===== config.mk =====
export PLATFORM = sky130hd
export DESIGN_NAME = x86_code_privilege_scanner
export DESIGN_NICKNAME = d
export VERILOG_FILES = /design/src/sv/xcps_pkg.sv /design/src/sv/xcps_scan_core.sv /design/src/sv/x86_code_privilege_scanner.sv
export VERILOG_INCLUDE_DIRS = /design/src /design/src/sv
export SDC_FILE = /design/constraint.sdc
export NUM_CORES = 1
export LEC_CHECK = 0
export BUFFER_PORTS_ARGS = -buffer_cell sky130_fd_sc_hd__buf_2
export CORE_UTILIZATION = 54
export CTS_CLUSTER_DIAMETER = 150
export DETAILED_ROUTE_END_ITERATION = 10
export GPL_ROUTABILITY_DRIVEN = 0
export GPL_TIMING_DRIVEN = 0
export PLACE_DENSITY = 0.73
export SYNTH_ARGS = -nofsm -noshare
export SYNTH_HDL_FRONTEND = slang
export SYNTH_HIERARCHICAL = 1
export SYNTH_SLANG_ARGS = --single-unit

===== constraint.sdc =====
create_clock -name clk -period 10.7 [get_ports clk]
set_input_delay 2.675 -clock clk [delete_from_list [all_inputs] [get_ports clk]]
set_output_delay 2.675 -clock clk [all_outputs]
set_load 0.01 [all_outputs]

===== src/sv/assert_macros.svh =====
// Assertion macros shared by the scanner RTL.
// Each macro expects clk and rst_n in the scope that uses it.
`ifndef ASSERT_MACROS_SVH
`define ASSERT_MACROS_SVH

`ifndef NO_ASSERTIONS

// Condition that must hold on every clock edge out of reset.
`define XCPS_ASSERT_ALWAYS(lbl, cond, msg) \
    lbl: assert property (@(posedge clk) disable iff (!rst_n) (cond)) else $error(msg);

// Consequent that must hold in the cycle after the antecedent.
`define XCPS_ASSERT_NEXT(lbl, ante, cons, msg) \
    lbl: assert property (@(posedge clk) disable iff (!rst_n) (ante) |=> (cons)) \
        else $error(msg);

`else

`define XCPS_ASSERT_ALWAYS(lbl, cond, msg)
`define XCPS_ASSERT_NEXT(lbl, ante, cons, msg)

`endif

`endif


===== src/sv/xcps_pkg.sv =====
`timescale 1ns / 1ps
// Shared types, opcode constants and the start classifier for the code scanner.
// No dependencies; used by xcps_scan_core and x86_code_privilege_scanner.
package xcps_pkg;

    localparam int CNT_W   = 21;
    localparam int CNT_NUM = 7;
    // min(MAX_CODE_BYTES, 2^21 - 1)
    localparam logic [CNT_W-1:0] CNT_CAP = 21'd1048576;

    // counter slots
    localparam int CNT_SAFE    = 0;
    localparam int CNT_RESTR   = 1;
    localparam int CNT_PRIV    = 2;
    localparam int CNT_SYSCALL = 3;
    localparam int CNT_IO      = 4;
    localparam int CNT_ICALL   = 5;
    localparam int CNT_IJUMP   = 6;

    // privilege levels
    localparam logic [1:0] LVL_SANDBOX = 2'd0;
    localparam logic [1:0] LVL_USER    = 2'd1;
    localparam logic [1:0] LVL_DRIVER  = 2'd2;
    localparam logic [1:0] LVL_KERNEL  = 2'd3;

    // opcodes
    localparam logic [7:0] OP_CLI       = 8'hFA;
    localparam logic [7:0] OP_STI       = 8'hFB;
    localparam logic [7:0] OP_HLT       = 8'hF4;
    localparam logic [7:0] OP_TWO_BYTE  = 8'h0F;
    localparam logic [7:0] OP_INT       = 8'hCD;
    localparam logic [7:0] OP_INTO      = 8'hCE;
    localparam logic [7:0] OP_IO_IMM    = 8'hE4;
    localparam logic [7:0] OP_IO_DX     = 8'hEC;
    localparam logic [7:0] OP_IO_MASK   = 8'hFC;
    localparam logic [7:0] OP_GRP5      = 8'hFF;
    localparam logic [7:0] OP2_GRP7     = 8'h01;
    localparam logic [7:0] OP2_SYSCALL  = 8'h05;
    localparam logic [7:0] OP2_MOV_RCR  = 8'h20;
    localparam logic [7:0] OP2_MOV_WCR  = 8'h22;
    localparam logic [7:0] OP2_WRMSR    = 8'h30;
    localparam logic [7:0] OP2_RDMSR    = 8'h32;
    localparam logic [7:0] OP2_SYSENTER = 8'h34;
    localparam logic [7:0] MODRM_REG_MASK = 8'h38;
    localparam logic [7:0] GRP7_PRIV_MAX  = 8'h18;
    localparam logic [2:0] GRP5_CALL_IND  = 3'd2;
    localparam logic [2:0] GRP5_JMP_IND   = 3'd4;

    typedef struct packed {
        logic [7:0] code_byte;
        logic       is_last;
    } in_item_t;

    typedef struct packed {
        logic [CNT_W-1:0] safe_total;
        logic [CNT_W-1:0] restricted_total;
        logic [CNT_W-1:0] privileged_total;
        logic [CNT_W-1:0] syscall_total;
        logic [CNT_W-1:0] port_io_total;
        logic [CNT_W-1:0] indirect_call_total;
        logic [CNT_W-1:0] indirect_jump_total;
        logic [1:0]       needed_level;
        logic             approved;
    } out_item_t;

    typedef logic [CNT_NUM-1:0][CNT_W-1:0] cnt_vec_t;

    typedef struct packed {
        logic [1:0]         len;
        logic [CNT_NUM-1:0] hits;
    } start_class_t;

    function automatic start_class_t classify(input logic [7:0] b0,
                                              input logic [7:0] b1,
                                              input logic [7:0] b2);
        start_class_t r;
        logic [2:0]   modrm_reg;
        r         = '0;
        r.len     = 2'd1;
        modrm_reg = b1[5:3];
        if (b0 == OP_CLI || b0 == OP_STI || b0 == OP_HLT) begin
            r.hits[CNT_PRIV] = 1'b1;
        end else if (b0 == OP_TWO_BYTE) begin
            if (b1 == OP2_GRP7 && (b2 & MODRM_REG_MASK) <= GRP7_PRIV_MAX) begin
                r.hits[CNT_PRIV] = 1'b1;
                r.len            = 2'd3;
            end else if (b1 == OP2_MOV_RCR || b1 == OP2_MOV_WCR) begin
                r.hits[CNT_PRIV] = 1'b1;
                r.len            = 2'd3;
            end else if (b1 == OP2_WRMSR || b1 == OP2_RDMSR) begin
                r.hits[CNT_PRIV] = 1'b1;
                r.len            = 2'd2;
            end else if (b1 == OP2_SYSCALL) begin
                r.hits[CNT_RESTR]   = 1'b1;
                r.hits[CNT_SYSCALL] = 1'b1;
                r.len               = 2'd2;
            end else if (b1 == OP2_SYSENTER) begin
                r.hits[CNT_RESTR] = 1'b1;
                r.len             = 2'd2;
            end else begin
                r.hits[CNT_SAFE] = 1'b1;
            end
        end else if (b0 == OP_INT) begin
            r.hits[CNT_RESTR] = 1'b1;
            r.len             = 2'd2;
        end else if (b0 == OP_INTO) begin
            r.hits[CNT_RESTR] = 1'b1;
        end else if ((b0 & OP_IO_MASK) == OP_IO_IMM || (b0 & OP_IO_MASK) == OP_IO_DX) begin
            r.hits[CNT_RESTR] = 1'b1;
            r.hits[CNT_IO]    = 1'b1;
        end else begin
            r.hits[CNT_SAFE] = 1'b1;
        end
        // FF /2 and FF /4 are counted on top of the class
        if (b0 == OP_GRP5) begin
            r.hits[CNT_ICALL] = (modrm_reg == GRP5_CALL_IND);
            r.hits[CNT_IJUMP] = (modrm_reg == GRP5_JMP_IND);
        end
        return r;
    endfunction

endpackage


===== src/sv/xcps_scan_core.sv =====
`timescale 1ns / 1ps
// Byte window, instruction-start tracking and saturating class counters.
// Depends on xcps_pkg and assert_macros.svh.
`include "assert_macros.svh"

module xcps_scan_core (
    input  logic              clk,
    input  logic              rst_n,
    input  logic              step_en,
    input  xcps_pkg::in_item_t item,
    output xcps_pkg::cnt_vec_t totals
);

    logic [7:0] win0_reg, win0_next;
    logic [7:0] win1_reg, win1_next;
    logic [1:0] fill_reg, fill_next;
    xcps_pkg::cnt_vec_t cnt_reg, cnt_next;

    xcps_pkg::start_class_t cls_a, cls_f1, cls_f2;
    logic       va, vf1, vf2;
    logic [7:0] p0, p1, f1_b1;
    logic [1:0] pf;
    logic [1:0] inc [xcps_pkg::CNT_NUM];
    logic [xcps_pkg::CNT_W:0] sum [xcps_pkg::CNT_NUM];

    // full start: two held bytes plus the incoming one
    always_comb
    begin
        va    = (fill_reg == 2'd2);
        cls_a = xcps_pkg::classify(win0_reg, win1_reg, item.code_byte);
        if (fill_reg == 2'd2) begin
            unique case (cls_a.len)
                2'd1:
                begin
                    p0 = win1_reg;
                    p1 = item.code_byte;
                    pf = 2'd2;
                end
                2'd2:
                begin
                    p0 = item.code_byte;
                    p1 = 8'h00;
                    pf = 2'd1;
                end
                default:
                begin
                    p0 = 8'h00;
                    p1 = 8'h00;
                    pf = 2'd0;
                end
            endcase
        end else if (fill_reg == 2'd1) begin
            p0 = win0_reg;
            p1 = item.code_byte;
            pf = 2'd2;
        end else begin
            p0 = item.code_byte;
            p1 = 8'h00;
            pf = 2'd1;
        end
    end

    // flush of pending starts on the last byte, bytes past the end read zero
    always_comb
    begin
        f1_b1  = (pf == 2'd2) ? p1 : 8'h00;
        cls_f1 = xcps_pkg::classify(p0, f1_b1, 8'h00);
        cls_f2 = xcps_pkg::classify(p1, 8'h00, 8'h00);
        vf1    = item.is_last && (pf != 2'd0);
        vf2    = item.is_last && (pf == 2'd2) && (cls_f1.len == 2'd1);
    end

    always_comb
    begin
        for (int i = 0; i < xcps_pkg::CNT_NUM; i++) begin
            inc[i] = {1'b0, cls_a.hits[i] & va} + {1'b0, cls_f1.hits[i] & vf1}
                   + {1'b0, cls_f2.hits[i] & vf2};
            sum[i] = {1'b0, cnt_reg[i]} + {{(xcps_pkg::CNT_W - 1){1'b0}}, inc[i]};
            totals[i] = (sum[i] > {1'b0, xcps_pkg::CNT_CAP}) ? xcps_pkg::CNT_CAP
                                                               : sum[i][xcps_pkg::CNT_W-1:0];
        end
    end

    always_comb
    begin
        win0_next = win0_reg;
        win1_next = win1_reg;
        fill_next = fill_reg;
        cnt_next  = cnt_reg;
        if (step_en) begin
            if (item.is_last) begin
                win0_next = 8'h00;
                win1_next = 8'h00;
                fill_next = 2'd0;
                cnt_next  = '0;
            end else begin
                win0_next = p0;
                win1_next = p1;
                fill_next = pf;
                cnt_next  = totals;
            end
        end
    end

    always_ff @(posedge clk or negedge rst_n)
    begin
        if (!rst_n) begin
            win0_reg <= 8'h00;
            win1_reg <= 8'h00;
            fill_reg <= 2'd0;
            cnt_reg  <= '0;
        end else begin
            win0_reg <= win0_next;
            win1_reg <= win1_next;
            fill_reg <= fill_next;
            cnt_reg  <= cnt_next;
        end
    end

    `XCPS_ASSERT_ALWAYS(a_fill_range, fill_reg != 2'd3, "window fill out of range")
    `XCPS_ASSERT_NEXT(a_clear_after_last, step_en && item.is_last, fill_reg == 2'd0 && cnt_reg == '0, "state not cleared after last byte")
    `XCPS_ASSERT_ALWAYS(a_cap, cnt_reg[xcps_pkg::CNT_SAFE] <= xcps_pkg::CNT_CAP && cnt_reg[xcps_pkg::CNT_RESTR] <= xcps_pkg::CNT_CAP && cnt_reg[xcps_pkg::CNT_PRIV] <= xcps_pkg::CNT_CAP, "counter beyond cap")

endmodule


===== src/sv/x86_code_privilege_scanner.sv =====
`timescale 1ns / 1ps
// Code privilege scanner: streams code bytes, returns one summary per section.
// Channels: in_valid/in_stall carry in_item (code_byte, is_last); out_valid/
// out_stall carry out_item with seven saturating counts, needed_level and
// approved. cfg_wr_en/cfg_wr_data write allowed_level (reset value user).
// Throughput: one byte per cycle unless a last byte is held (see Stall). Each
// accepted item is registered, then the window/classifier/counter logic updates
// state from it; a byte marked is_last loads the summary shown on out_valid.
// Only bytes with is_last produce an item; the counters and window are cleared
// with it so the next section starts fresh.
// Reset: counters, window and both valid flags clear; allowed_level returns
// to user.
// Stall: a waiting summary is held in the output register. Non-last bytes keep
// flowing while it waits; a following last byte is held in the input register
// (in_stall high) until the output register is free.
// Depends on xcps_pkg, xcps_scan_core and assert_macros.svh.
`include "assert_macros.svh"

module x86_code_privilege_scanner (
    input  logic                clk,
    input  logic                rst_n,
    input  logic                in_valid,
    output logic                in_stall,
    input  xcps_pkg::in_item_t  in_item,
    output logic                out_valid,
    input  logic                out_stall,
    output xcps_pkg::out_item_t out_item,
    input  logic                cfg_wr_en,
    input  logic [1:0]          cfg_wr_data
);

    logic               ireg_valid_reg, ireg_valid_next;
    xcps_pkg::in_item_t ireg_item_reg, ireg_item_next;
    logic               out_valid_reg, out_valid_next;
    xcps_pkg::out_item_t out_item_reg, out_item_next;
    logic [1:0]         allowed_reg, allowed_next;

    logic               res_free, step_en, in_fire, load;
    logic [1:0]         level;
    xcps_pkg::cnt_vec_t totals;

    xcps_scan_core u_core (
        .clk     (clk),
        .rst_n   (rst_n),
        .step_en (step_en),
        .item    (ireg_item_reg),
        .totals  (totals)
    );

    assign res_free = !out_valid_reg || !out_stall;
    assign step_en  = ireg_valid_reg && (!ireg_item_reg.is_last || res_free);
    assign in_stall = ireg_valid_reg && !step_en;
    assign in_fire  = in_valid && !in_stall;
    assign load     = step_en && ireg_item_reg.is_last;

    always_comb
    begin
        priority if (totals[xcps_pkg::CNT_PRIV] != '0) begin
            level = xcps_pkg::LVL_KERNEL;
        end else if (totals[xcps_pkg::CNT_IO] != '0) begin
            level = xcps_pkg::LVL_DRIVER;
        end else if (totals[xcps_pkg::CNT_SYSCALL] != '0) begin
            level = xcps_pkg::LVL_USER;
        end else begin
            level = xcps_pkg::LVL_SANDBOX;
        end
    end

    always_comb
    begin
        ireg_valid_next = ireg_valid_reg;
        ireg_item_next  = ireg_item_reg;
        if (in_fire) begin
            ireg_valid_next = 1'b1;
            ireg_item_next  = in_item;
        end else if (step_en) begin
            ireg_valid_next = 1'b0;
        end

        out_valid_next = out_valid_reg && out_stall;
        out_item_next  = out_item_reg;
        if (load) begin
            out_valid_next                     = 1'b1;
            out_item_next.safe_total           = totals[xcps_pkg::CNT_SAFE];
            out_item_next.restricted_total     = totals[xcps_pkg::CNT_RESTR];
            out_item_next.privileged_total     = totals[xcps_pkg::CNT_PRIV];
            out_item_next.syscall_total        = totals[xcps_pkg::CNT_SYSCALL];
            out_item_next.port_io_total        = totals[xcps_pkg::CNT_IO];
            out_item_next.indirect_call_total  = totals[xcps_pkg::CNT_ICALL];
            out_item_next.indirect_jump_total  = totals[xcps_pkg::CNT_IJUMP];
            out_item_next.needed_level         = level;
            out_item_next.approved             = (level <= allowed_reg);
        end

        allowed_next = cfg_wr_en ? cfg_wr_data : allowed_reg;
    end

    always_ff @(posedge clk or negedge rst_n)
    begin
        if (!rst_n) begin
            ireg_valid_reg <= 1'b0;
            out_valid_reg  <= 1'b0;
            allowed_reg    <= xcps_pkg::LVL_USER;
        end else begin
            ireg_valid_reg <= ireg_valid_next;
            out_valid_reg  <= out_valid_next;
            allowed_reg    <= allowed_next;
        end
    end

    always_ff @(posedge clk)
    begin
        ireg_item_reg <= ireg_item_next;
        out_item_reg  <= out_item_next;
    end

    assign out_valid = out_valid_reg;
    assign out_item  = out_item_reg;

    `XCPS_ASSERT_NEXT(a_last_loads, load, out_valid_reg, "summary not loaded after last byte")
    `XCPS_ASSERT_ALWAYS(a_no_overwrite, !(load && out_valid_reg && out_stall), "pending summary overwritten")
    `XCPS_ASSERT_ALWAYS(a_level_priv, !out_valid_reg || ((out_item_reg.needed_level == xcps_pkg::LVL_KERNEL) == (out_item_reg.privileged_total != '0)), "needed level disagrees with privileged count")

endmodule

==> qor.csv, run 1 <==
stage,metric,value,unit
sta,drv_slew,0,
clocking,cts_hold_buf,0,
critical_path,cp_top_family,simple AND/OR/NAND/NOR gates,
clocking,root_buffer,clkbuf_16,
synthesis,synthSimpleGateAreaFrac,0.2149,
global_routing,grt_max_degree,112,
sta,tns,0,ns
clocking,clk_path_buf_depth,3,
route,totalWireLength,54.25,mm
critical_path,crit_end,out_item[0]$_DFFE_PP_,
critical_path,reg2reg_to,out_item[0]$_DFFE_PP_,
run_status,run_status,"complete, no violations",
placement,io_buffers,167,
global_routing,grt-ovfl-total,0,
global_routing,grt_pass1_wl,85.97,mm
synthesis,ys_ff_latch,328,
synthesis,syn_inst,2001,
die,core,34880,µm²
critical_path,critPathSlowestCell,nor4_1,
clocking,cts.clk_slew.worst_paths,0.06,ns
placement,placed_area,20870,µm²
synthesis,yosysTopAreaCellShare,0.2473,
synthesis,async_flop_share,0.5152,
sta,finalSetupViolCount,0,
route,drt-initial-drc-count,1673,
sta,period_needed,9.615,ns
route,vias,17039,
clocking,clk_latency,0.54,ns
finish,area_growth,14.12,%
sta,rsz0062_at_grt,false,
critical_path,path_class,reg -> reg,
die,die_w,191.1,µm
placement,dp_hpwl,38.14,mm
route,antenna_left,0,
critical_path,required,10.96,ns
die,die_h,191.1,µm
die,ios,168,
route,first_pass_iters,8,
synthesis,ys_seq_area_frac,0.4665,
global_routing,antenna_found_initial,0,
sta,fmax,104.0,MHz
synthesis,avgSynthCellArea,9.648,µm²
sta,final_hold_viol_count,0,
route,wl_per_cell,20.11,µm
sta,fin_ws,1.085,ns
synthesis,synth_top_family_by_area,simple AND/OR/NAND/NOR gates,
sta,fin_crit_sh,0.8986,
finish,fill_cells,2895,
synthesis,synth_fa_ha_area_frac,0.02113,
critical_path,cpPeakStageDelay,0.83,ns
finish,fin_area,22030,µm²
finish,largest_register_ffs,150,
critical_path,path_buf_inv,7,
critical_path,ff2ff_path_depth,36,
clocking,cts_resized,0,
critical_path,cp.arrival,9.88,ns
clocking,cts_buffers,37,
global_routing,first_global_vias,16186,
critical_path,start_kind,flip-flop,
critical_path,critical_path_depth,36,
critical_path,cp-startpoint,u_core/win1_reg[3]$_DFFE_PN0P_,
die,start_util,0.5534,
route,drc_errors,0,
finish,layout-drive-gt1-share,0.1552,
synthesis,synth.area.mux_share,0.02528,
sta,fin_skew,0.03177,ns
critical_path,rr_startpoint,u_core/win1_reg[3]$_DFFE_PN0P_,
sta,maxSlewHeadroom,0.2673,
clocking,cts.sinks,328,
synthesis,syn_nets,2043,
synthesis,synth_xor_area_frac,0.05898,
finish,n_antenna_cell,0,
synthesis,ys_top_cells_by_count,"nor2_1 (218), dfrtp_1 (168), edfxtp_1 (159)",
clocking,cts_tree,done,
finish,final_nets,2255,
route,avgViaCountPerCell,6.318,
hold_path,hp-class,reg -> reg,
die,rows,68,
synthesis,yosysWarnings,6,
clocking,cts_max_level,2,
synthesis,synth-compound-area-share,0.1586,
power_and_ir_drop,p_per_area,166.7,nW/µm²
synthesis,yosysUniqueCellTypes,96,
global_routing,grt_usage,0.2982,
flow_run,cap_violations,0,
power_and_ir_drop,p_total,3.671,mW
clocking,post_cts_buffers,0,
sta,worst_slew_pin_slew,1.089,ns
synthesis,syn_area,19300,µm²
die,dieArea,36510,µm²
critical_path,crit_path_max_fanout,11,
synthesis,yosys.area.top_type,edfxtp_1,
power_and_ir_drop,leakage,8.548,nW
hold_path,hp-start,u_core/cnt_reg[84]$_DFFE_PN0P_,
critical_path,rrSetupSlack,1.08,ns
synthesis,synth.top_cells.by_area,"edfxtp_1 (25%), dfrtp_1 (22%), xnor2_1 (4.3%)",
placement,pre_cts_ws,1.485,ns
power_and_ir_drop,irDropWorstVdd,0.1251,mV
synthesis,synth_edf_count,159,
critical_path,endpoint_kind,flip-flop,
synthesis,yosysMostFrequentCell,nor2_1,
synthesis,synth-main-ff-cell,dfrtp_1,
==> area by class of cell <==
class	instances	area, µm²	area share
Multi-Input combinational cell	1422	9256	0.4202
Sequential cell	328	9005	0.4088
Clock buffer	50	1037	0.04708
Timing Repair Buffer	173	980.9	0.04453
Buffer	160	713.2	0.03237
Tap cell	455	569.3	0.02584
Inverter	91	341.6	0.01551
Clock inverter	18	126.4	0.005736
==> worst min path at each step <==
stage                                                 to  slack [ns]  cells past startpoint
after floorplan           u_core/cnt_reg[84]$_DFFE_PN0P_        0.47                      1
after global placement    u_core/cnt_reg[84]$_DFFE_PN0P_        0.49                      1
after detailed placement  u_core/cnt_reg[84]$_DFFE_PN0P_        0.51                      1
after CTS                 u_core/cnt_reg[84]$_DFFE_PN0P_        0.52                      1
after global routing      u_core/cnt_reg[84]$_DFFE_PN0P_        0.57                      1
final                     u_core/cnt_reg[84]$_DFFE_PN0P_        0.53                      1
==> per-layer routing <==
| layer | vias to the layer above | global-route usage | wire length (µm) |
|---|---|---|---|
| li1 | 7810 | - | - |
| met1 | 8235 | 0.3989 | 22380 |
| met2 | 826 | 0.4688 | 24770 |
| met3 | 168 | 0.05361 | 4576 |
| met4 | 0 | 0.1435 | 2524 |
| met5 | - | 0 | 0 |
==> worst reg2reg max path: cells and delay by family, from the launching register on <==
family	cells	cell delay (ns)
AO/OA/AOI/OAI	6	1.41
adder cells (fa/ha/maj)	5	1.30
buffers and inverters	7	1.46
flip-flops	1	0.45
multiplexers	1	0.13
AND/OR/NAND/NOR	17	4.60
==> cells by family after synthesis <==
logic type	Yosys count
and+or+nand+nor	800
AOI/OAI and AO/OA	420
DFF	328
buffers and inverters	251
xor gates and xnor gates	130
muxes	46
adders and majority gates	26
==> metrics by stage <==
step	utilization	instances	hold slack, ns
finish	0.6315	2697	0.5271
global route	0.6315	2697	0.5674
CTS	0.6315	2697	0.5236
detailed placement	0.5982	2629	0.5051
global placement	0.5937	2623	0.4940
floorplan	-	2001	0.4732
==> power breakdown <==
part	switching, mW	total [mW]	internal (mW)	leakage [nW]
Sequential	0.0804	1.55	1.47	3.77
Combinational	0.572	0.907	0.335	4.22
Clock	0.510	1.22	0.707	0.560
Total	1.16	3.67	2.51	8.55
==> placed cells by master, fill, tap and decap left out, drive strengths merged, types with 10 or more instances in the layout <==
master / Yosys / routed
a21oi: 83 / 83
a22o: 31 / 31
a31oi: 20 / 20
and2: 12 / 12
and3: 36 / 36
and4: 18 / 18
buf: 65 / 238
clkbuf: 95 / 145
clkinv: 1 / 13
dfrtp: 168 / 168
edfxtp: 159 / 159
fa: 11 / 11
ha: 15 / 15
inv: 90 / 91
mux2: 16 / 16
mux2i: 30 / 30
nand2: 134 / 134
nand2b: 13 / 13
nand3: 76 / 76
nand4: 57 / 57
nor2: 221 / 221
nor2b: 31 / 31
nor3: 95 / 95
nor3b: 10 / 10
nor4: 45 / 45
o21ai: 68 / 68
o22ai: 19 / 19
o2bb2ai: 42 / 42
o32ai: 51 / 51
or3: 18 / 18
or4: 10 / 10
xnor2: 94 / 94
xor2: 36 / 36
Note: power is estimated with default switching activity, not from simulation.
==> run 2, diff against run 1 <==
--- a/config.mk
+++ b/config.mk
@@ -13,6 +13,7 @@
 export GPL_ROUTABILITY_DRIVEN = 0
 export GPL_TIMING_DRIVEN = 0
 export PLACE_DENSITY = 0.73
+export RECOVER_POWER = 100
 export SYNTH_ARGS = -nofsm -noshare
 export SYNTH_HDL_FRONTEND = slang
 export SYNTH_HIERARCHICAL = 1
==> qor.csv, run 2 (synthesized netlist as in run 1, its figures left out) <==
stage,metric,value,unit
placement,pre_cts_ws,1.485,ns
sta,finalSetupViolCount,0,
route,drt-initial-drc-count,1712,
clocking,cts_resized,0,
sta,final_hold_viol_count,0,
global_routing,grt_pass1_wl,85.97,mm
global_routing,first_global_vias,16186,
clocking,cts_buffers,37,
clocking,clk_latency,0.54,ns
die,start_util,0.5534,
placement,placed_area,20870,µm²
critical_path,critPathSlowestCell,nor4_1,
route,first_pass_iters,6,
sta,fin_crit_sh,0.9049,
placement,io_buffers,167,
sta,fmax,103.3,MHz
die,ios,168,
power_and_ir_drop,p_per_area,168.9,nW/µm²
critical_path,rr_startpoint,u_core/win1_reg[3]$_DFFE_PN0P_,
critical_path,cp-startpoint,u_core/win1_reg[3]$_DFFE_PN0P_,
critical_path,crit_path_max_fanout,11,
finish,layout_commonest_cell,clkbuf_1,
global_routing,grt_max_degree,112,
critical_path,ff2ff_path_depth,36,
finish,area_growth,11.74,%
clocking,cts.sinks,328,
sta,tns,0,ns
route,totalWireLength,54.36,mm
clocking,clk_path_buf_depth,3,
clocking,post_cts_buffers,0,
sta,fin_ws,1.017,ns
power_and_ir_drop,p_sw,1.158,mW
die,rows,68,
global_routing,grt_usage,0.2982,
placement,dp_hpwl,38.14,mm
critical_path,start_kind,flip-flop,
power_and_ir_drop,p_clk_frac,0.334,
finish,multi_input_area,9168,µm²
critical_path,rrSetupSlack,1.02,ns
die,dieArea,36510,µm²
critical_path,endpoint_kind,flip-flop,
critical_path,path_class,reg -> reg,
die,die_w,191.1,µm
route,avgViaCountPerCell,6.309,
sta,drv_slew,300,
sta,worst_slew_pin_slew,3.565,ns
finish,final_util,0.6184,
sta,whs,0.5265,ns
power_and_ir_drop,switching_share,0.3177,
finish,fill_cells,3007,
sta,period_needed,9.683,ns
route,wl_per_cell,20.15,µm
route,antenna_left,0,
critical_path,cpPeakStageDelay,0.76,ns
die,core,34880,µm²
sta,fin_skew,0.03222,ns
global_routing,grt-ovfl-total,0,
flow_run,cap_violations,6,
sta,maxSlewHeadroom,-1.376,
finish,final_cell_count_no_fill,2698,
finish,layout-drive-gt1-share,0.06467,
route,vias,17022,
power_and_ir_drop,p_total,3.644,mW
power_and_ir_drop,comb_power_share,0.241,
placement,numPlacedInstances,2629,
power_and_ir_drop,intPower,2.487,mW
finish,final_nets,2255,
critical_path,cp.arrival,9.95,ns
finish,fin_area,21570,µm²
clocking,cts_tree,done,
power_and_ir_drop,irDropWorstVdd,0.1249,mV
finish,seqCellArea,9005,µm²
run_status,failed_checks,"max-capacitance violations, max-slew violations",
clocking,cts.clk_slew.worst_paths,0.06,ns
global_routing,antenna_found_initial,0,
route,drc_errors,0,
critical_path,crit_end,out_item[0]$_DFFE_PP_,
run_status,run_status,finished with violations,
finish,mostFrequentLayoutCells,"clkbuf_1 (286), nor2_1 (221), dfrtp_1 (168)",
critical_path,required,10.97,ns
die,die_h,191.1,µm
finish,largest_register_ffs,150,
sta,rsz0062_at_grt,false,
hold_path,hp-class,reg -> reg,
power_and_ir_drop,share_seq_of_total_power,0.425,
clocking,cts_hold_buf,0,
clocking,cts_max_level,2,
power_and_ir_drop,leakage,7.978,nW
critical_path,reg2reg_to,out_item[0]$_DFFE_PP_,
clocking,root_buffer,clkbuf_16,
-- run 2: cell types whose count changed in the layout (fill, tap and decap cells not counted), sizes merged --
cell	delta
buf	-185
clkbuf	+185
diode	+1
-- run 2: worst min-delay path by stage --
stage,start,end,slack (ns),cells after the start
finish,u_core/cnt_reg[84]$_DFFE_PN0P_,u_core/cnt_reg[84]$_DFFE_PN0P_,0.53,1
global route,u_core/cnt_reg[84]$_DFFE_PN0P_,u_core/cnt_reg[84]$_DFFE_PN0P_,0.57,1
CTS,u_core/cnt_reg[84]$_DFFE_PN0P_,u_core/cnt_reg[84]$_DFFE_PN0P_,0.52,1
detailed placement,u_core/cnt_reg[84]$_DFFE_PN0P_,u_core/cnt_reg[84]$_DFFE_PN0P_,0.51,1
global placement,u_core/cnt_reg[84]$_DFFE_PN0P_,u_core/cnt_reg[84]$_DFFE_PN0P_,0.49,1
floorplan,u_core/cnt_reg[84]$_DFFE_PN0P_,u_core/cnt_reg[84]$_DFFE_PN0P_,0.47,1
-- run 2: worst max-delay path: cells and delay by family (launching register included) --
family	cells	cell delay [ns]
fa+ha+maj	5	1.29
flops	1	0.45
mux	1	0.12
compound gates	6	1.45
simple gates	17	4.51
buf+inv	7	1.57
-- run 2: area by class of cell --
cell class | instances | area share
Antenna cell | 1 | 0.0001160
Buffer | 160 | 0.03091
Clock buffer | 50 | 0.04808
Clock inverter | 18 | 0.005858
Inverter | 91 | 0.01583
Multi-Input combinational cell | 1422 | 0.4250
Sequential cell | 328 | 0.4174
Tap cell | 455 | 0.02639
Timing Repair Buffer | 173 | 0.03039
-- run 2: power by group through the flow --
stage,logic (mW),registers [mW],clock network (mW)
6_report,0.878,1.55,1.22
5_1_grt,0.965,1.56,1.29
4_1_cts,0.893,1.54,1.24
3_5_place_dp,0.885,1.57,0
3_3_place_gp,0.861,1.58,0
2_1_floorplan,0.606,1.58,0
-- run 2: per-layer routing --
layer / track usage / share of wire
met3: 0.05361 / 0.085
met1: 0.3989 / 0.41
met2: 0.4688 / 0.45
met4: 0.1435 / 0.046
met5: 0 / 0
